[config.mk]
export PLATFORM = sky130hd
export DESIGN_NAME = akf_mul
export DESIGN_NICKNAME = d
export VERILOG_FILES = /design/src/hdl/akf_pkg.sv /design/src/hdl/akf_mul.sv
export SDC_FILE = /design/constraint.sdc
export NUM_CORES = 2
export LEC_CHECK = 0
export BUFFER_PORTS_ARGS = -buffer_cell sky130_fd_sc_hd__buf_2
export CORE_MARGIN = 2
export CORE_UTILIZATION = 30
export CTS_CLUSTER_DIAMETER = 150
export DETAILED_ROUTE_END_ITERATION = 6
export GPL_ROUTABILITY_DRIVEN = 0
export PLACE_DENSITY = 0.43
export SLEW_MARGIN = 20
export SYNTH_ARGS = -nofsm -noshare
export SYNTH_HDL_FRONTEND = slang
export SYNTH_SLANG_ARGS = --single-unit
[constraint.sdc]
create_clock -name clock -period 31 [get_ports clock]
set_input_delay 6.2 -clock clock [delete_from_list [all_inputs] [get_ports clock]]
set_output_delay 6.2 -clock clock [all_outputs]
set_load 0.01 [all_outputs]
[src/hdl/akf_pkg.sv]
// ----------------------------------------------------------------------------
// akf_pkg
// Shared types, constants and saturation helper of the angle Kalman filter.
// ----------------------------------------------------------------------------
`default_nettype none
package akf_pkg;

   localparam int unsigned DataWidth = 32;
   localparam int unsigned NoiseWidth = 31;
   localparam int unsigned DtWidth = 24;
   localparam int unsigned CsrIdxWidth = 2;

   localparam logic [CsrIdxWidth-1:0] CSR_ANGLE_Q = 2'd0;
   localparam logic [CsrIdxWidth-1:0] CSR_BIAS_Q  = 2'd1;
   localparam logic [CsrIdxWidth-1:0] CSR_MEAS_R  = 2'd2;
   localparam logic [CsrIdxWidth-1:0] CSR_START   = 2'd3;

   localparam logic [NoiseWidth-1:0] ANGLE_Q_RESET = 31'd268435;
   localparam logic [NoiseWidth-1:0] BIAS_Q_RESET  = 31'd805306;
   localparam logic [NoiseWidth-1:0] MEAS_R_RESET  = 31'd8053064;

   // Multiplier shift select: which rounding shift applies to the product.
   typedef enum logic [1:0] {
      SHIFT_24 = 2'd0,
      SHIFT_28 = 2'd1
   } shift_type;

   typedef struct packed {
      logic signed [DataWidth:0] a;
      logic signed [DataWidth:0] b;
      shift_type                 shift;
   } mul_req_type;

   // Saturate a wide signed value to 32 bits.
   function automatic logic signed [DataWidth-1:0] sat32(input logic signed [67:0] v);
      logic signed [67:0] hi;
      logic signed [67:0] lo;
      hi = 68'sh7FFFFFFF;
      lo = -68'sh80000000;
      if (v > hi) begin
         sat32 = 32'sh7FFFFFFF;
      end else if (v < lo) begin
         sat32 = 32'sh80000000;
      end else begin
         sat32 = v[DataWidth-1:0];
      end
   endfunction

endpackage
`default_nettype wire

[src/hdl/akf_mul.sv]
// ----------------------------------------------------------------------------
// akf_mul
// Shared signed multiplier with a registered product and a registered
// rounding right shift (to nearest, ties away from zero) by 24 or 28 bits.
// ----------------------------------------------------------------------------
`default_nettype none
module akf_mul
   import akf_pkg::*;
(
   input  wire logic                clock,
   input  wire mul_req_type         req,
   output logic signed [67:0]       result
);

   logic signed [65:0] prod_ff;
   logic signed [65:0] prod_in;
   shift_type          shift_ff;
   logic [65:0]        mag;
   logic [65:0]        rnd;
   logic signed [67:0] result_ff;
   logic signed [67:0] result_in;

   assign prod_in = 66'(req.a) * 66'(req.b);

   always_ff @(posedge clock) begin
      prod_ff   <= prod_in;
      shift_ff  <= req.shift;
      result_ff <= result_in;
   end

   always_comb begin
      mag = prod_ff[65] ? 66'(-prod_ff) : 66'(prod_ff);
      case (shift_ff)
         SHIFT_24: rnd = (mag + 66'(1 << 23)) >> 24;
         SHIFT_28: rnd = (mag + 66'(1 << 27)) >> 28;
         default:  rnd = (mag + 66'(1 << 23)) >> 24;
      endcase
      result_in = prod_ff[65] ? -68'(rnd) : 68'(rnd);
   end

   assign result = result_ff;

endmodule
`default_nettype wire

==> metrics.txt <==
# TYPE chip_impl_metric gauge
chip_impl_info{name="result_of_the_run",value="finished clean"} 1
chip_impl_metric{name="die_w",unit="um"} 399
chip_impl_metric{name="avgViaCountPerCell",unit=""} 4.76
chip_impl_info{name="critical_path.most_common_cell",value="fa_1"} 1
chip_impl_metric{name="largest_net_degree_at_the_start_of_global_routing",unit=""} 68
chip_impl_metric{name="fmax",unit="MHz"} 64.6
chip_impl_info{name="grt_setup_unrepaired",value="no"} 1
chip_impl_metric{name="gr-usage-all-layers",unit="%"} 19.9
chip_impl_info{name="critical_path_class",value="input port to flip-flop"} 1
chip_impl_metric{name="critical_path_required",unit="ns"} 31.35
chip_impl_metric{name="worst_slew_margin_rel",unit="%"} 26.5
chip_impl_metric{name="maxCapViolations",unit=""} 0
chip_impl_info{name="layout.cells.most_common",value="fa_1"} 1
chip_impl_metric{name="area.growth.synth_to_final",unit="%"} 7.00
chip_impl_info{name="min_delay_worst_endpoint",value="result[66]$_SDFF_PN0_"} 1
chip_impl_metric{name="num_io_pins",unit=""} 137
chip_impl_metric{name="layout.nets",unit=""} 6482
chip_impl_metric{name="post_cts_resize_count",unit=""} 0
chip_impl_metric{name="cts_hold_buf",unit=""} 0
chip_impl_metric{name="final_layout_setup_total_negative_slack",unit="ns"} 0
chip_impl_metric{name="worst_ep_arrival_time",unit="ns"} 15.83
chip_impl_metric{name="setup-violations-final",unit=""} 0
chip_impl_metric{name="place.detailed.hpwl",unit="um"} 117000
chip_impl_info{name="top_layer",value="met5"} 1
chip_impl_metric{name="final.hold.worst_slack",unit="ns"} 0.795
chip_impl_metric{name="postSynthNetCount",unit=""} 6537
chip_impl_metric{name="number_of_rows_created_at_floorplan",unit=""} 144
chip_impl_metric{name="transition_time_of_the_tightest_slew_check_pin",unit="ns"} 1.10
chip_impl_metric{name="timing.clock.skew",unit="ns"} 0.0145
chip_impl_metric{name="detail_route.drc_violations",unit=""} 0
chip_impl_metric{name="min_period_over_period",unit="%"} 49.9
chip_impl_metric{name="drv_slew",unit=""} 0
chip_impl_metric{name="cts.path.max_buffers",unit=""} 2
chip_impl_metric{name="total_clock_buffers_created_by_cts",unit=""} 17
chip_impl_metric{name="grt_pass1_wl",unit="um"} 238000
chip_impl_metric{name="drt-met1-wl",unit="um"} 74700
chip_impl_metric{name="r2r_setup_slack",unit="ns"} 23.98
chip_impl_metric{name="yosys_warnings",unit=""} 0
chip_impl_metric{name="cts.clk_slew.worst_paths",unit="ns"} 0.07
chip_impl_metric{name="drive_above_1_share",unit="%"} 5.53
chip_impl_info{name="r2r-end",value="result[39]$_DFF_P_"} 1
chip_impl_metric{name="dieHeight",unit="um"} 399
chip_impl_info{name="final_cell_mix",value="fa_1, inv_1, nand2_1"} 1
chip_impl_info{name="yosys_most_used_dff",value="dfxtp_1"} 1
chip_impl_info{name="crit_path_top_delay_cell",value="buf_2"} 1
chip_impl_metric{name="synth.avg_cell_area",unit="um2"} 9.16
chip_impl_info{name="worst_hold_path_type",value="flip-flop to flip-flop"} 1
chip_impl_info{name="crit-reg2reg-launch",value="prod_ff[14]$_DFF_P_"} 1
chip_impl_metric{name="antenna_found_initial",unit=""} 8
chip_impl_metric{name="number_of_global_route_vias_before_repair",unit=""} 37300
chip_impl_info{name="worst_setup_path_end_kind",value="flip-flop"} 1
chip_impl_metric{name="synth.lib_cells_used.distinct",unit=""} 91
chip_impl_metric{name="place.port_buffers",unit=""} 136
chip_impl_metric{name="globalRoute.totalOverflow",unit=""} 0
chip_impl_metric{name="synth-edff-count",unit=""} 0
chip_impl_metric{name="worst_hold_path.num_cells",unit=""} 1
chip_impl_metric{name="clkSinkCount",unit=""} 136
chip_impl_metric{name="drt_pass1_iterations",unit=""} 6
chip_impl_metric{name="netlist_instances",unit=""} 5103
chip_impl_metric{name="cts_max_level",unit=""} 4
chip_impl_metric{name="reg2regPathDepth",unit=""} 18
chip_impl_metric{name="met3_wire_len",unit="um"} 8520
chip_impl_metric{name="critical-path-max-stage-delay",unit="ns"} 0.74
chip_impl_metric{name="floorplan.initialDensity",unit="%"} 30.3
chip_impl_metric{name="post_synthesis_cell_area",unit="um2"} 46700
chip_impl_metric{name="met2RoutedLength",unit="um"} 67900
chip_impl_metric{name="dieArea",unit="um2"} 159000
chip_impl_metric{name="wirelength",unit="um"} 153000
chip_impl_metric{name="crit_fanout",unit=""} 33
chip_impl_metric{name="core-area",unit="um2"} 154000
chip_impl_metric{name="timing.final.crit_period",unit="ns"} 15.48
chip_impl_info{name="ctsRootBufferMaster",value="clkbuf_16"} 1
chip_impl_metric{name="yosys_register_bits",unit=""} 136
chip_impl_info{name="hold_path_startpoint",value="prod_ff[65]$_DFF_P_"} 1
chip_impl_info{name="tritoncts",value="yes"} 1
chip_impl_info{name="critical_path.startpoint_type",value="input port"} 1
chip_impl_metric{name="postCtsSetupBuffers",unit=""} 0
chip_impl_metric{name="synth_seq_area_share",unit="%"} 5.82
chip_impl_metric{name="clk_latency",unit="ns"} 0.46
chip_impl_metric{name="antenna_left",unit=""} 0
chip_impl_metric{name="detailedRoute.firstIterationViolations",unit=""} 1955
chip_impl_metric{name="postSynth.asyncResetShare",unit="%"} 0
chip_impl_metric{name="route.vias.total",unit=""} 33800
chip_impl_metric{name="timing_hold_violations_final",unit=""} 0
chip_impl_metric{name="avgRoutedWirePerCell",unit="um"} 21.6
-- kinds of logic (layout without fill, tap and decap cells) --
logic type,count (synthesis),count (layout),synth area share [%]
AO/OA/AOI/OAI,402,402,6.09
XOR/XNOR,201,201,3.78
adder cells (fa/ha/maj),1365,1365,54.9
buffers and inverters,1376,1334,11.2
flip-flops,136,136,5.82
multiplexers,21,21,0.463
other,0,1,0
AND/OR/NAND/NOR,1602,1602,17.7
-- flip-flops by register name, summed over array words and instances (netlist names) --
| signal | flops |
|---|---|
| shift_ff | 2 |
| prod_ff | 66 |
| result | 68 |
-- critical path, delay by kind of cell --
kind / cells / cell delay, ns
adders and majority gates: 9 / 4.15
and+or+nand+nor: 3 / 0.47
xor gates and xnor gates: 1 / 0.19
AOI/OAI and AO/OA: 10 / 3.51
buffers and inverters: 7 / 1.22
-- metrics by stage --
stage / area, um2 / utilization, % / cells / setup WS [ns]
5_1_grt: 50000 / 32.4 / 7105 / 14.90
6_report: 50000 / 32.4 / 7106 / 15.52
2_1_floorplan: 46700 / - / 5103 / 16.76
4_1_cts: 50000 / 32.4 / 7105 / 15.51
3_5_place_dp: 49400 / 32.0 / 7073 / 15.04
3_3_place_gp: 49400 / 32.0 / 7073 / 14.94
-- metal layers --
layer	up-vias	GRT usage, %
met2	832	31.4
met5	-	0
li1	15200	-
met3	106	2.61
met1	17700	29.4
met4	6	3.22
-- worst max path at each step --
stage | endpoint | depth (start not counted) | slack, ns | from
after floorplan | prod_ff[64]$_DFF_P_ | 30 | 16.76 | req[61]
after global placement | prod_ff[64]$_DFF_P_ | 30 | 14.94 | req[12]
after detailed placement | prod_ff[64]$_DFF_P_ | 30 | 15.04 | req[11]
after CTS | prod_ff[64]$_DFF_P_ | 30 | 15.51 | req[11]
after global routing | prod_ff[64]$_DFF_P_ | 30 | 14.90 | req[5]
final | prod_ff[64]$_DFF_P_ | 30 | 15.52 | req[12]
-- Yosys cell counts, drive strengths merged (9+ instances only) --
library cell / instances / share of area (%)
o21a: 14 / 0.22
ha: 220 / 5.9
nor3: 54 / 0.61
or3: 24 / 0.32
mux2i: 19 / 0.41
o21ai: 68 / 0.73
nand2: 607 / 4.9
nand2b: 23 / 0.31
a21o: 28 / 0.45
fa: 1145 / 49
and3: 20 / 0.27
nand4: 23 / 0.35
nand3: 51 / 0.56
a21oi: 92 / 0.98
nor4b: 9 / 0.20
o41ai: 19 / 0.44
inv: 1108 / 8.9
xnor2: 136 / 2.6
or2: 11 / 0.15
and2: 565 / 7.6
dfxtp: 136 / 5.8
xor2: 65 / 1.2
nor2: 120 / 0.97
nor4: 34 / 0.53
nor2b: 18 / 0.24
clkbuf: 246 / 2.0
a211oi: 20 / 0.32
a31oi: 20 / 0.27
o31ai: 29 / 0.48
o31a: 30 / 0.56
or4: 19 / 0.34
buf: 21 / 0.31
-- area by class of cell --
type                       instances  area (um2)
multi-input combinational       3591       38800
fill                           16200      104000
sequential                       136        2730
inverter                        1109        4160
tap                             2044        2560
clock buffer                      17         425
timing repair buffer             193        1110
clock inverter                    15         218
antenna                            1        2.50
Power is left out: the tool's default activity adds up to more than one toggle a clock period on the data nets, which glitch-free logic cannot reach.
