--- config.mk ---
export PLATFORM = sky130hd
export DESIGN_NAME = akf_div
export DESIGN_NICKNAME = d
export VERILOG_FILES = /design/src/hdl/akf_pkg.sv /design/src/hdl/akf_div.sv
export SDC_FILE = /design/constraint.sdc
export NUM_CORES = 1
export LEC_CHECK = 0
export ABC_AREA = 1
export BUFFER_PORTS_ARGS = -buffer_cell sky130_fd_sc_hd__buf_2
export CORE_MARGIN = 4
export CORE_UTILIZATION = 50
export DETAILED_ROUTE_END_ITERATION = 10
export PLACE_DENSITY_LB_ADDON = 0.2
export SYNTH_ARGS = -nofsm -noshare
export SYNTH_HDL_FRONTEND = slang
export SYNTH_SLANG_ARGS = --single-unit
--- constraint.sdc ---
create_clock -name clock -period 8.5 [get_ports clock]
set_input_delay 1.7 -clock clock [delete_from_list [all_inputs] [get_ports clock]]
set_output_delay 1.7 -clock clock [all_outputs]
set_load 0.02 [all_outputs]
--- src/hdl/akf_pkg.sv ---
// ----------------------------------------------------------------------------
// akf_pkg
// Shared types, constants and saturation helper of the angle Kalman filter.
// ----------------------------------------------------------------------------
`default_nettype none
package akf_pkg;

   localparam int unsigned DataWidth = 32;
   localparam int unsigned NoiseWidth = 31;
   localparam int unsigned DtWidth = 24;
   localparam int unsigned CsrIdxWidth = 2;

   localparam logic [CsrIdxWidth-1:0] CSR_ANGLE_Q = 2'd0;
   localparam logic [CsrIdxWidth-1:0] CSR_BIAS_Q  = 2'd1;
   localparam logic [CsrIdxWidth-1:0] CSR_MEAS_R  = 2'd2;
   localparam logic [CsrIdxWidth-1:0] CSR_START   = 2'd3;

   localparam logic [NoiseWidth-1:0] ANGLE_Q_RESET = 31'd268435;
   localparam logic [NoiseWidth-1:0] BIAS_Q_RESET  = 31'd805306;
   localparam logic [NoiseWidth-1:0] MEAS_R_RESET  = 31'd8053064;

   // Multiplier shift select: which rounding shift applies to the product.
   typedef enum logic [1:0] {
      SHIFT_24 = 2'd0,
      SHIFT_28 = 2'd1
   } shift_type;

   typedef struct packed {
      logic signed [DataWidth:0] a;
      logic signed [DataWidth:0] b;
      shift_type                 shift;
   } mul_req_type;

   // Saturate a wide signed value to 32 bits.
   function automatic logic signed [DataWidth-1:0] sat32(input logic signed [67:0] v);
      logic signed [67:0] hi;
      logic signed [67:0] lo;
      hi = 68'sh7FFFFFFF;
      lo = -68'sh80000000;
      if (v > hi) begin
         sat32 = 32'sh7FFFFFFF;
      end else if (v < lo) begin
         sat32 = 32'sh80000000;
      end else begin
         sat32 = v[DataWidth-1:0];
      end
   endfunction

endpackage
`default_nettype wire

--- src/hdl/akf_div.sv ---
// ----------------------------------------------------------------------------
// akf_div
// Restoring divider, one quotient bit a cycle: Q4.28 quotient num/den,
// rounded to nearest and saturated; zero when den is zero.
// ----------------------------------------------------------------------------
`default_nettype none
module akf_div
   import akf_pkg::*;
(
   input  wire logic                        clock,
   input  wire logic                        reset,
   input  wire logic                        start,
   input  wire logic signed [DataWidth-1:0] num,
   input  wire logic signed [DataWidth-1:0] den,
   output logic                             done,
   output logic signed [DataWidth-1:0]      quot
);

   localparam int unsigned NumBits = 60;

   logic [NumBits-1:0] dvd_ff, dvd_in;
   logic [32:0]        rem_ff, rem_in;
   logic [32:0]        ad_ff, ad_in;
   logic [NumBits-1:0] q_ff, q_in;
   logic [5:0]         cnt_ff, cnt_in;
   logic               busy_ff, busy_in;
   logic               neg_ff, neg_in;
   logic               zero_ff, zero_in;
   logic               done_ff, done_in;
   logic signed [DataWidth-1:0] quot_ff, quot_in;
   logic [33:0]        trial;
   logic [32:0]        an;
   logic [NumBits:0]   qr;

   always_comb begin
      dvd_in = dvd_ff; rem_in = rem_ff; ad_in = ad_ff; q_in = q_ff;
      cnt_in = cnt_ff; busy_in = busy_ff; neg_in = neg_ff; zero_in = zero_ff;
      done_in = 1'b0; quot_in = quot_ff;
      trial = 34'(rem_ff) * 34'd2 + 34'(dvd_ff[NumBits-1]) - 34'(ad_ff);
      an = num[DataWidth-1] ? 33'(-34'(num)) : 33'(num);
      qr = '0;
      if (start) begin
         // Numerator magnitude is shifted up by 28; the quotient is rounded
         // from the final remainder.
         ad_in   = den[DataWidth-1] ? 33'(-34'(den)) : 33'(den);
         dvd_in  = NumBits'({an, 28'd0}) ;
         rem_in  = '0;
         q_in    = '0;
         cnt_in  = 6'd0;
         neg_in  = num[DataWidth-1] ^ den[DataWidth-1];
         zero_in = (den == '0);
         busy_in = 1'b1;
      end else if (busy_ff) begin
         if (!trial[33]) begin
            rem_in = trial[32:0];
            q_in   = {q_ff[NumBits-2:0], 1'b1};
         end else begin
            rem_in = {rem_ff[31:0], dvd_ff[NumBits-1]};
            q_in   = {q_ff[NumBits-2:0], 1'b0};
         end
         dvd_in = {dvd_ff[NumBits-2:0], 1'b0};
         cnt_in = cnt_ff + 6'd1;
         if (cnt_ff == 6'(NumBits - 1)) begin
            busy_in = 1'b0;
            done_in = 1'b1;
            // Round: compare twice the remainder with the divisor.
            qr = (NumBits+1)'(q_in) +
                 (NumBits+1)'({rem_in, 1'b0} >= {1'b0, ad_ff});
            if (zero_ff) begin
               quot_in = '0;
            end else begin
               quot_in = sat32(neg_ff ? -68'(qr) : 68'(qr));
            end
         end
      end
   end

   always_ff @(posedge clock) begin
      if (reset) begin
         busy_ff <= 1'b0;
         done_ff <= 1'b0;
      end else begin
         busy_ff <= busy_in;
         done_ff <= done_in;
      end
      dvd_ff <= dvd_in; rem_ff <= rem_in; ad_ff <= ad_in; q_ff <= q_in;
      cnt_ff <= cnt_in; neg_ff <= neg_in; zero_ff <= zero_in; quot_ff <= quot_in;
   end

   assign done = done_ff;
   assign quot = quot_ff;

endmodule
`default_nettype wire

==> out/summary.txt, run 1 <==
Detailed router's first-iteration violation count: 1,357
Total wirelength of the detailed-routed design: 51,800 µm
Global-route total usage across every layer: 27.8%
Library cell used as clock root buffer: sky130_fd_sc_hd__clkbuf_16
Count of TritonRoute iterations in the first routing pass: 6
Cell area power density: 115 mW/mm²
Fmax achieved: 125 MHz
Number of diodes: 0
Maximum clock insertion buffer count: 2
Remaining antenna violation count after routing: 0
Worst slew margin relative to its limit: 48.1%
Number of buffers created by CTS: 17
Synthesized area per cell: 6.42 µm²
Portion of the clock cycle consumed by the worst path in the final layout: 93.8%
Initial antenna violation count: 1
Most common cell on crit path: sky130_fd_sc_hd__nand2_1
Wire length of the first global-routing pass: 81,600 µm
Share of the synthesized area in the top cell type: 19.0%
Cell Count Post-Placement: 3,134
Sum of negative setup slack: 0 ns
Largest net degree at the start of global routing: 68
Cell area after synthesis: 0.0169 mm²
Tmin final: 7.97 ns
Total number of H-tree levels: 4
Element type at the critical path start: register
Synth-to-Final Area Change: 11.2%
Ports: 100
Cell accounting for the most synthesized area: sky130_fd_sc_hd__nand2_1
Core area: 0.0334 mm²
Clock latency reported for the late side of the worst-skew pair: 0.47 ns
Top-count cell post-synth: sky130_fd_sc_hd__nand2_1
Clock-pin slew reported for the worst setup and hold paths after clock tree synthesis: 0.07 ns
RD Place Congestion: 1.01
Die height: 192 µm
GRT overflow: 0
Synth Flop Type: sky130_fd_sc_hd__dfxtp_1
Die Area: 0.0368 mm²
HP Class: reg2reg
Vias post-DR: 17,088
Critical Path End Type: register
Number of nets in the layout: 2,864
Flop and latch count out of synthesis: 199
Number of enable-type register cells in the synthesized netlist: 99
Number of buffer cells added on primary ports: 99
Cell count after synthesis: 2,629
Endpoints failing setup: 0
Post-synthesis async set-or-reset flop share: 0%
Cell area after layout: 0.0188 mm²
Largest driver fanout on the critical path: 10
Wire length per cell after detailed routing: 16.2 µm
Sequential share of the synthesized area: 29.5%
Top cells by count, synth: 857 x sky130_fd_sc_hd__nand2_1, 326 x sky130_fd_sc_hd__nor2_1, 290 x sky130_fd_sc_hd__inv_1
Via count of the first global-routing pass: 15,775
Final std cells w/o fill: 3,186
Arrival time at the worst endpoint: 8.16 ns
Crit Path Class: reg2reg
Via/cell ratio: 5.36
DRC violation count after routing: 0
Main area contributors after synthesis: sky130_fd_sc_hd__nand2_1 19%, sky130_fd_sc_hd__edfxtp_1 18%, sky130_fd_sc_hd__dfxtp_1 12%
Total half-perimeter wirelength after legalization and detailed placement: 41,200 µm
Synth unique cells: 52
Maximum resistive drop on vdd: 145 µV
Share of layout cells above drive strength 1: 13.4%
Result of the run: complete, no violations
Number of failing hold endpoints at the final stage: 0
Final setup skew: 0.0162 ns
Post-place instance area: 0.0178 mm²
Starting density of the core: 50.5%
Placement Rows: 67
Horiz. Die Dim: 192 µm
Slowest cell on crit path: sky130_fd_sc_hd__fa_1
Post-synth net total: 2,768
Actual transition at the worst max-transition pin: 0.778 ns
Leakage power total: 8.96 nW
Max incr delay on CP: 0.41 ns
Clock sinks: 199
CTS tree: yes
Final Core Density: 56.1%
Required time worst endpoint: 8.69 ns
Max Cap Viol: 0
Final slew viol count: 0
Warning count from the yosys run: 0
-- cell usage in the layout, fill, tap and decap left out, types with 6 or more instances in the layout --
cell	netlist	routed
sky130_fd_sc_hd__o22ai_1	60	60
sky130_fd_sc_hd__nand3_1	185	183
sky130_fd_sc_hd__buf_2	2	99
sky130_fd_sc_hd__a21oi_2	30	30
sky130_fd_sc_hd__a21oi_1	72	72
sky130_fd_sc_hd__o21ai_0	111	107
sky130_fd_sc_hd__buf_4	1	35
sky130_fd_sc_hd__nand2_1	857	848
sky130_fd_sc_hd__dfxtp_1	100	100
sky130_fd_sc_hd__nand3_2	7	7
sky130_fd_sc_hd__nor3b_1	6	6
sky130_fd_sc_hd__ha_1	71	69
sky130_fd_sc_hd__clkbuf_16	0	19
sky130_fd_sc_hd__xor2_1	46	46
sky130_fd_sc_hd__a31oi_1	10	10
sky130_fd_sc_hd__nand4_1	42	42
sky130_fd_sc_hd__nor2_1	326	311
sky130_fd_sc_hd__nand2_4	6	6
sky130_fd_sc_hd__edfxtp_1	99	99
sky130_fd_sc_hd__nor3_1	30	26
sky130_fd_sc_hd__o21ai_1	5	9
sky130_fd_sc_hd__o21a_1	7	7
sky130_fd_sc_hd__inv_2	11	11
sky130_fd_sc_hd__xnor2_1	44	44
sky130_fd_sc_hd__nand2_2	53	61
sky130_fd_sc_hd__nor4_1	11	10
sky130_fd_sc_hd__nor2_2	30	37
sky130_fd_sc_hd__inv_1	290	289
sky130_fd_sc_hd__nor2_4	9	17
-- repair_timing --
item	CTS	global route
gates resized for setup	5	49
pin swaps	1	10
setup endpoints to repair	32	32
setup buffers	0	17
cloned	0	3
hold buffers	0	0
-- state kept, by name, indices dropped and copies added, names as in the netlist --
signal and flops:
busy_ff 1, q_ff 59, neg_ff 1, ad_ff 33, quot 32, rem_ff 33
done 1, zero_ff 1, dvd_ff 32, cnt_ff 6
-- logic make-up (layout without fill, tap and decap cells) --
logic type      Yosys count  count (layout)  share of synthesized area (%)
simple gates           1577            1577                           40.4
buf+inv                 369             478                           8.84
compound gates          321             321                           11.3
flops                   199             199                           29.5
xor+xnor                 90              90                           4.67
fa+ha+maj                72              72                           5.38
other cells               1               1                         0.0222
-- routing by layer --
metal | up-vias | GRT usage (%) | wire, µm
li1 | 8723 | - | -
met1 | 7823 | 35.7 | 22700
met2 | 437 | 47.9 | 25100
met3 | 105 | 3.13 | 2070
met4 | 0 | 10.9 | 1930
met5 | - | 0 | 0
-- worst max-delay path: cells and delay by family (launching register included) --
kind / cells / cell delay, ns
AOI/OAI and AO/OA: 8 / 0.91
xor gates and xnor gates: 1 / 0.18
adders and majority gates: 5 / 1.31
buffers and inverters: 7 / 0.75
DFF: 1 / 0.38
and+or+nand+nor: 34 / 4.19
-- where the power goes --
group          switching, mW  internal (mW)
Clock                  0.411          0.421
Combinational          0.173         0.0835
Sequential            0.0128           1.05
-- final timing paths --
kind,startpoint,endpoint,slack [ns],cells after the start
hold reg to reg,rem_ff[4],rem_ff[4],0.48,2
setup / recovery,dvd_ff[59],quot[24],0.53,55
setup reg to reg,dvd_ff[59],quot[24],0.53,55
hold / removal,rem_ff[4],rem_ff[4],0.48,2
-- area by class of cell --
cell class / instances / area, µm²
well taps: 448 / 561
inverters: 305 / 1150
clock inverters: 14 / 140
clock buffers: 18 / 439
multi-input cells: 2061 / 10600
repair buffers: 141 / 903
fillers: 3316 / 14700
flip-flops and latches: 199 / 4970
-- through the flow --
stage               hold WS (ns)  total power, mW  worst slack [ns]
floorplan                  0.449             1.25              1.96
global placement           0.461             1.33            -0.427
detailed placement         0.465             1.34            -0.464
CTS                        0.477             2.16            0.0460
global route               0.494             2.24           -0.0608
finish                     0.476             2.15             0.529
Note: power is estimated with default switching activity, not from simulation.
==> run 2: changes to the inputs <==
ABC_AREA = 0   (was 1)
clock period = 8.4 ns   (was 8.5 ns; I/O delays follow)
==> out/summary.txt, run 2 <==
Result of the run: finished with violations
Violations in the final reports: negative setup slack
Flop and latch count out of synthesis: 199 (unchanged)
Tmin final: 9.49 ns (+1.51 ns)
Crit Path Class: reg2reg
Worst slew margin relative to its limit: 38.9% (-9.2 points)
Final setup skew: 0.0199 ns (+0.00367 ns)
Largest driver fanout on the critical path: 7 (-3)
Number of enable-type register cells in the synthesized netlist: 99 (unchanged)
Number of failing hold endpoints at the final stage: 0 (unchanged)
Largest net degree at the start of global routing: 120 (+76%)
Library cell used as clock root buffer: sky130_fd_sc_hd__clkbuf_16
Reg2Reg Setup Slack: -1.09 ns (-1.61 ns)
Ports: 100 (unchanged)
Clock sinks: 199 (unchanged)
RSZ-0062 raised after global routing: true
Clock-pin slew reported for the worst setup and hold paths after clock tree synthesis: 0.08 ns (about the same)
Commonest cells after routing, fill and taps aside: 303 x sky130_fd_sc_hd__buf_4, 212 x sky130_fd_sc_hd__nor2_1, 109 x sky130_fd_sc_hd__xnor2_1
Cell type group with the largest total delay on the critical path: compound AO/OA/AOI/OAI gates
Via/cell ratio: 5.50 (+2.6%)
Number of buffer cells added on primary ports: 99 (unchanged)
Largest registers in the final layout: q_ff x59, ad_ff x33, rem_ff x33
Die Area: 0.0328 mm² (-11%)
Number of buffers created by CTS: 17 (unchanged)
Synth Flop Type: sky130_fd_sc_hd__dfxtp_1
Share of the synthesized area in the top cell type: 19.9% (+0.83 points)
Power Total: 3.70 mW (+72%)
Endpoints failing setup: 31 (+31)
Most common library cell in the layout ignoring fill and taps: sky130_fd_sc_hd__buf_4
Actual transition at the worst max-transition pin: 0.915 ns (+0.137 ns)
GRT overflow: 0 (unchanged)
Number of nets in the layout: 2,198 (-23%)
Total number of H-tree levels: 4 (unchanged)
Cell area power density: 190 mW/mm² (+66%)
Count of TritonRoute iterations in the first routing pass: 4 (-2)
HP Class: reg2reg
Worst hold-check slack: 0.501 ns (+0.0250 ns)
RD Place Congestion: 0.914 (-9.9%)
Final Core Density: 65.8% (+9.7 points)
Vias post-DR: 13,549 (-21%)
Portion of the clock cycle consumed by the worst path in the final layout: 113% (+19 points)
Cell area after synthesis: 0.0150 mm² (-11%)
Leakage power total: 8.33 nW (-7.0%)
Critical Path End Type: register
CTS tree: yes
Horiz. Die Dim: 181 µm (-5.6%)
Largest register FFs: 59 (unchanged)
Via count of the first global-routing pass: 13,228 (-16%)
Share of layout cells above drive strength 1: 30.4% (+17 points)
Final WS setup: -1.09 ns (-1.61 ns)
DRC violation count after routing: 0 (unchanged)
Number of diodes: 0 (unchanged)
Slowest cell on crit path: sky130_fd_sc_hd__or4_4
Remaining antenna violation count after routing: 0 (unchanged)
Post-place instance area: 0.0178 mm² (-0.10%)
Top register by number of flip-flops: q_ff
Main area contributors after synthesis: sky130_fd_sc_hd__edfxtp_1 20%, sky130_fd_sc_hd__dfxtp_1 13%, sky130_fd_sc_hd__xnor2_1 6.4%
Die height: 181 µm (-5.6%)
Max Cap Viol: 0 (unchanged)
Maximum clock insertion buffer count: 2 (unchanged)
Fmax achieved: 105 MHz (-16%)
Synth unique cells: 81 (+56%)
Starting density of the core: 50.6% (+0.11 points)
Final slew viol count: 0 (unchanged)
Global-route total usage across every layer: 22.8% (-5.0 points)
Core area: 0.0296 mm² (-12%)
Synthesized area per cell: 8.77 µm² (+36%)
Wire length of the first global-routing pass: 63,600 µm (-22%)
Top-count cell post-synth: sky130_fd_sc_hd__nor2_1
Wire length per cell after detailed routing: 15.4 µm (-5.0%)
Most common cell on crit path: sky130_fd_sc_hd__buf_6
Placement Rows: 63 (-6.0%)
Total wirelength of the detailed-routed design: 38,000 µm (-27%)
Synth-to-Final Area Change: 30.1%
Cell count after synthesis: 1,706 (-35%)
Final std cells w/o fill: 2,462 (-23%)
Warning count from the yosys run: 0 (unchanged)
Element type at the critical path start: register
Maximum resistive drop on vdd: 160 µV (+10%)
Post-synthesis async set-or-reset flop share: 0% (unchanged)
Cell accounting for the most synthesized area: sky130_fd_sc_hd__edfxtp_1
Cell Count Post-Placement: 2,378 (-24%)
Cell area after layout: 0.0195 mm² (+3.6%)
Total half-perimeter wirelength after legalization and detailed placement: 27,500 µm (-33%)
Sequential share of the synthesized area: 33.3% (+3.8 points)
Detailed router's first-iteration violation count: 727 (-46%)
Required time worst endpoint: 8.60 ns (-0.09 ns)
Post-synth net total: 1,845 (-33%)
Arrival time at the worst endpoint: 9.68 ns (+1.52 ns)
Top cells by count, synth: 215 x sky130_fd_sc_hd__nor2_1, 110 x sky130_fd_sc_hd__xnor2_1, 105 x sky130_fd_sc_hd__nand2_1
Buffering stage count on the worst path with inverters included: 10 (+3)
Max incr delay on CP: 0.56 ns (+0.15 ns)
Initial antenna violation count: 0 (-1)
Clock latency reported for the late side of the worst-skew pair: 0.45 ns (-0.02 ns)
[run 2: per-stage QoR]
stage	setup slack (ns)	TNS (ns)
CTS	-1.03	-30.90
detailed placement	-1.23	-37.52
finish	-1.09	-33.16
floorplan	-0.387	-11.84
global placement	-1.09	-33.45
global route	-1.46	-44.87
[run 2: cell type report]
cell class	count	area, µm²
Multi-Input combinational cell	1350	9980
Clock buffer	18	450
Timing Repair Buffer	426	3170
Inverter	65	244
Sequential cell	199	4980
Clock inverter	14	151
Fill cell	2461	10100
Tap cell	390	488
[run 2: what timing repair did]
item	in CTS	in global routing
hold buffers	0	0
buffers inserted	30	16
pin swaps	72	47
cloned	5	2
setup endpoints to repair	32	32
gates resized for setup	60	55
[run 2: layer usage]
layer  vias to the layer above  share of wire, %  track usage, %
met1                      6324                46            31.3
li1                       6888                 -               -
met3                        51               3.3            2.66
met4                         0               2.2            6.00
met2                       286                48            38.5
met5                         -                 0               0
[run 2: report_power, final]
part / switching (mW) / internal, mW / total (mW)
Combinational: 0.841 / 0.894 / 1.73
Sequential: 0.0352 / 1.10 / 1.13
Clock: 0.419 / 0.418 / 0.837
Total: 1.30 / 2.41 / 3.70
[run 2: final timing paths]
kind,start,end,depth (start not counted)
max,dvd_ff[59],quot[28],42
min,rem_ff[25],rem_ff[25],2
max reg2reg,dvd_ff[59],quot[28],42
min reg2reg,rem_ff[25],rem_ff[25],2
[run 2: worst min-delay path: stages, from the launching register on]
cell and delay (ns):
sky130_fd_sc_hd__dfxtp_1 0.33, sky130_fd_sc_hd__nand2_1 0.07, sky130_fd_sc_hd__a21oi_1 0.06
[run 2: logic make-up after synthesis]
| group | synth area share, % |
|---|---|
| other | 0.0251 |
| AND/OR/NAND/NOR | 21.9 |
| flip-flops | 33.3 |
| multiplexers | 7.07 |
| adder cells (fa/ha/maj) | 6.07 |
| buffers and inverters | 4.44 |
| AO/OA/AOI/OAI | 15.4 |
| XOR/XNOR | 11.8 |
==> run 3: changes to the inputs <==
clock period = 11.3 ns   (was 8.4 ns; I/O delays follow)
==> out/summary.txt, run 3 (same netlist as run 2, synthesis figures left out) <==
Pre-CTS WS: 0.614 ns (+1.85 ns)
Maximum clock insertion buffer count: 2 (unchanged)
Total wirelength of the detailed-routed design: 32,600 µm (-14%)
Critical Path End Type: register
Most common library cell in the layout ignoring fill and taps: sky130_fd_sc_hd__nor2_1
Number of buffers created by CTS: 17 (unchanged)
Total half-perimeter wirelength after legalization and detailed placement: 24,500 µm (-11%)
Power dissipated by switching net loads: 847 µW (-35%)
Internal power: 1.49 mW (-38%)
Top register by number of flip-flops: q_ff
Largest register FFs: 59 (unchanged)
DRC violation count after routing: 0 (unchanged)
Die Area: 0.0328 mm² (unchanged)
Horiz. Die Dim: 181 µm (unchanged)
Actual transition at the worst max-transition pin: 0.960 ns (+0.0454 ns)
Cell area after layout: 0.0163 mm² (-16%)
Via/cell ratio: 5.64 (+2.5%)
Worst slew margin relative to its limit: 35.9% (-3.0 points)
Core area: 0.0296 mm² (unchanged)
Leakage power total: 6.55 nW (-21%)
Number of buffer cells added on primary ports: 99 (unchanged)
Routed met2 length: 14,900 µm (-18%)
Ports: 100 (unchanged)
Crit Path Class: reg2reg
Commonest cells after routing, fill and taps aside: 215 x sky130_fd_sc_hd__nor2_1, 110 x sky130_fd_sc_hd__xnor2_1, 105 x sky130_fd_sc_hd__nand2_1
Max incr delay on CP: 0.50 ns (-0.06 ns)
CTS tree: yes
Total number of H-tree levels: 4 (unchanged)
Synth-to-Final Area Change: 8.99%
Fmax achieved: 95.2 MHz (-9.7%)
Required time worst endpoint: 11.47 ns (+2.87 ns)
Final slew viol count: 0 (unchanged)
Net switching share of the total power: 36.2% (+1.3 points)
Number of failing hold endpoints at the final stage: 0 (unchanged)
Maximum resistive drop on vdd: 102 µV (-36%)
Combinational fraction of design power: 36.5% (-10 points)
Share of layout cells above drive strength 1: 13.5% (-17 points)
Largest registers in the final layout: q_ff x59, ad_ff x33, rem_ff x33
Via count of the first global-routing pass: 11,417 (-14%)
HP Class: reg2reg
Cts hold-fix bufs: 0 (unchanged)
Post-place instance area: 0.0156 mm² (-12%)
Detailed router's first-iteration violation count: 804 (+11%)
Slowest cell on crit path: sky130_fd_sc_hd__or4_4
Wire length of the first global-routing pass: 55,200 µm (-13%)
Endpoints failing setup: 0 (-100%)
Tmin final: 10.50 ns (+1.02 ns)
Number of nets in the layout: 1,883 (-14%)
Die height: 181 µm (unchanged)
Post-Route M1 WL: 16,200 µm (-8.4%)
Most common cell on crit path: sky130_fd_sc_hd__o21ai_0
Wire length per cell after detailed routing: 15.2 µm (-1.6%)
Highest routed layer: met4
RSZ-0062 raised after global routing: false
Element type at the critical path start: register
Largest net degree at the start of global routing: 110 (-8.3%)
Met3 Wirelength: 1160 µm (-8.9%)
RD Place Congestion: 0.891 (-2.4%)
Cell area power density: 143 mW/mm² (-25%)
Final setup skew: 0.0181 ns (-0.00183 ns)
Portion of the clock cycle consumed by the worst path in the final layout: 92.9% (-20 points)
Clock latency reported for the late side of the worst-skew pair: 0.45 ns (about the same)
GRT overflow: 0 (unchanged)
Largest driver fanout on the critical path: 31 (+24)
Initial antenna violation count: 0 (unchanged)
Fraction of power consumed by sequential logic: 36.0% (+5.5 points)
Result of the run: complete, no violations
Clock-pin slew reported for the worst setup and hold paths after clock tree synthesis: 0.09 ns (about the same)
Proportion of power drawn by the clock network: 27.6% (+5.0 points)
Arrival time at the worst endpoint: 10.68 ns (+1.00 ns)
Final WS setup: 0.799 ns (+1.88 ns)
Max Cap Viol: 0 (unchanged)
Library cell used as clock root buffer: sky130_fd_sc_hd__clkbuf_16
Count of TritonRoute iterations in the first routing pass: 5 (+1)
Remaining antenna violation count after routing: 0 (unchanged)
Clock sinks: 199 (unchanged)
Placement Rows: 63 (unchanged)
Number of diodes: 0 (unchanged)
Sum of negative setup slack: 0 ns (+33.16 ns)
Starting density of the core: 50.6% (unchanged)
Global-route total usage across every layer: 19.7% (-3.1 points)
Vias post-DR: 12,111 (-11%)
## run 3: changes by cell type in the layout (fill, tap and decap cells not counted), sizes merged
cell	before	now
buf	421	111
clkbuf	23	17
clkinv	6	4
inv	73	76
## run 3: stage by stage
| stage | hold slack (ns) | utilization, % | std cells | power [mW] |
|---|---|---|---|---|
| 4_1_cts | 0.491 | 55.1 | 2146 | 2.35 |
| 3_5_place_dp | 0.476 | 52.9 | 2114 | 1.69 |
| 5_1_grt | 0.528 | 55.2 | 2147 | 2.49 |
| 2_1_floorplan | 0.456 | - | 1706 | 1.52 |
| 3_3_place_gp | 0.471 | 52.9 | 2114 | 1.69 |
| 6_report | 0.490 | 55.2 | 2147 | 2.34 |
## run 3: critical path: cells and delay by family, from the launching register on
family	cells	cell delay, ns
flip-flops	1	0.36
adder cells (fa/ha/maj)	4	1.09
AND/OR/NAND/NOR	16	3.46
buffers and inverters	3	0.68
multiplexers	1	0.36
AO/OA/AOI/OAI	21	4.26
## run 3: worst paths after layout
path | from | endpoint | slack [ns] | cells past startpoint
worst max-delay path | ad_ff[1] | quot[30] | 0.80 | 45
worst min-delay path | rem_ff[25] | rem_ff[25] | 0.49 | 2
worst max register to register | ad_ff[1] | quot[30] | 0.80 | 45
worst min register to register | rem_ff[25] | rem_ff[25] | 0.49 | 2
## run 3: repair_timing
action | CTS | global route
endpoints found under the setup margin | 0 | 31
buffers inserted | 0 | 1
gates resized for setup | 0 | 6
hold endpoints to repair | 0 | 0
## run 3: layout make-up
type,instances,area (µm²)
Multi-Input combinational cell,1350,9350
Fill cell,2729,13300
Timing Repair Buffer,111,612
Clock buffer,17,425
Sequential cell,199,4980
Clock inverter,15,205
Inverter,65,244
Tap cell,390,488
## run 3: per-layer routing
| layer | global-route usage (%) | vias up |
|---|---|---|
| li1 | - | 6246 |
| met1 | 27.9 | 5595 |
| met2 | 32.4 | 241 |
| met3 | 2.44 | 29 |
| met4 | 4.50 | 0 |
| met5 | 0 | - |
## run 3: power by group through the flow
stage / clock, mW / sequential (mW) / combinational [mW]
3_3_place_gp: 0 / 0.856 / 0.831
4_1_cts: 0.663 / 0.841 / 0.842
2_1_floorplan: 0 / 0.845 / 0.676
5_1_grt: 0.693 / 0.846 / 0.955
3_5_place_dp: 0 / 0.857 / 0.837
6_report: 0.645 / 0.841 / 0.852
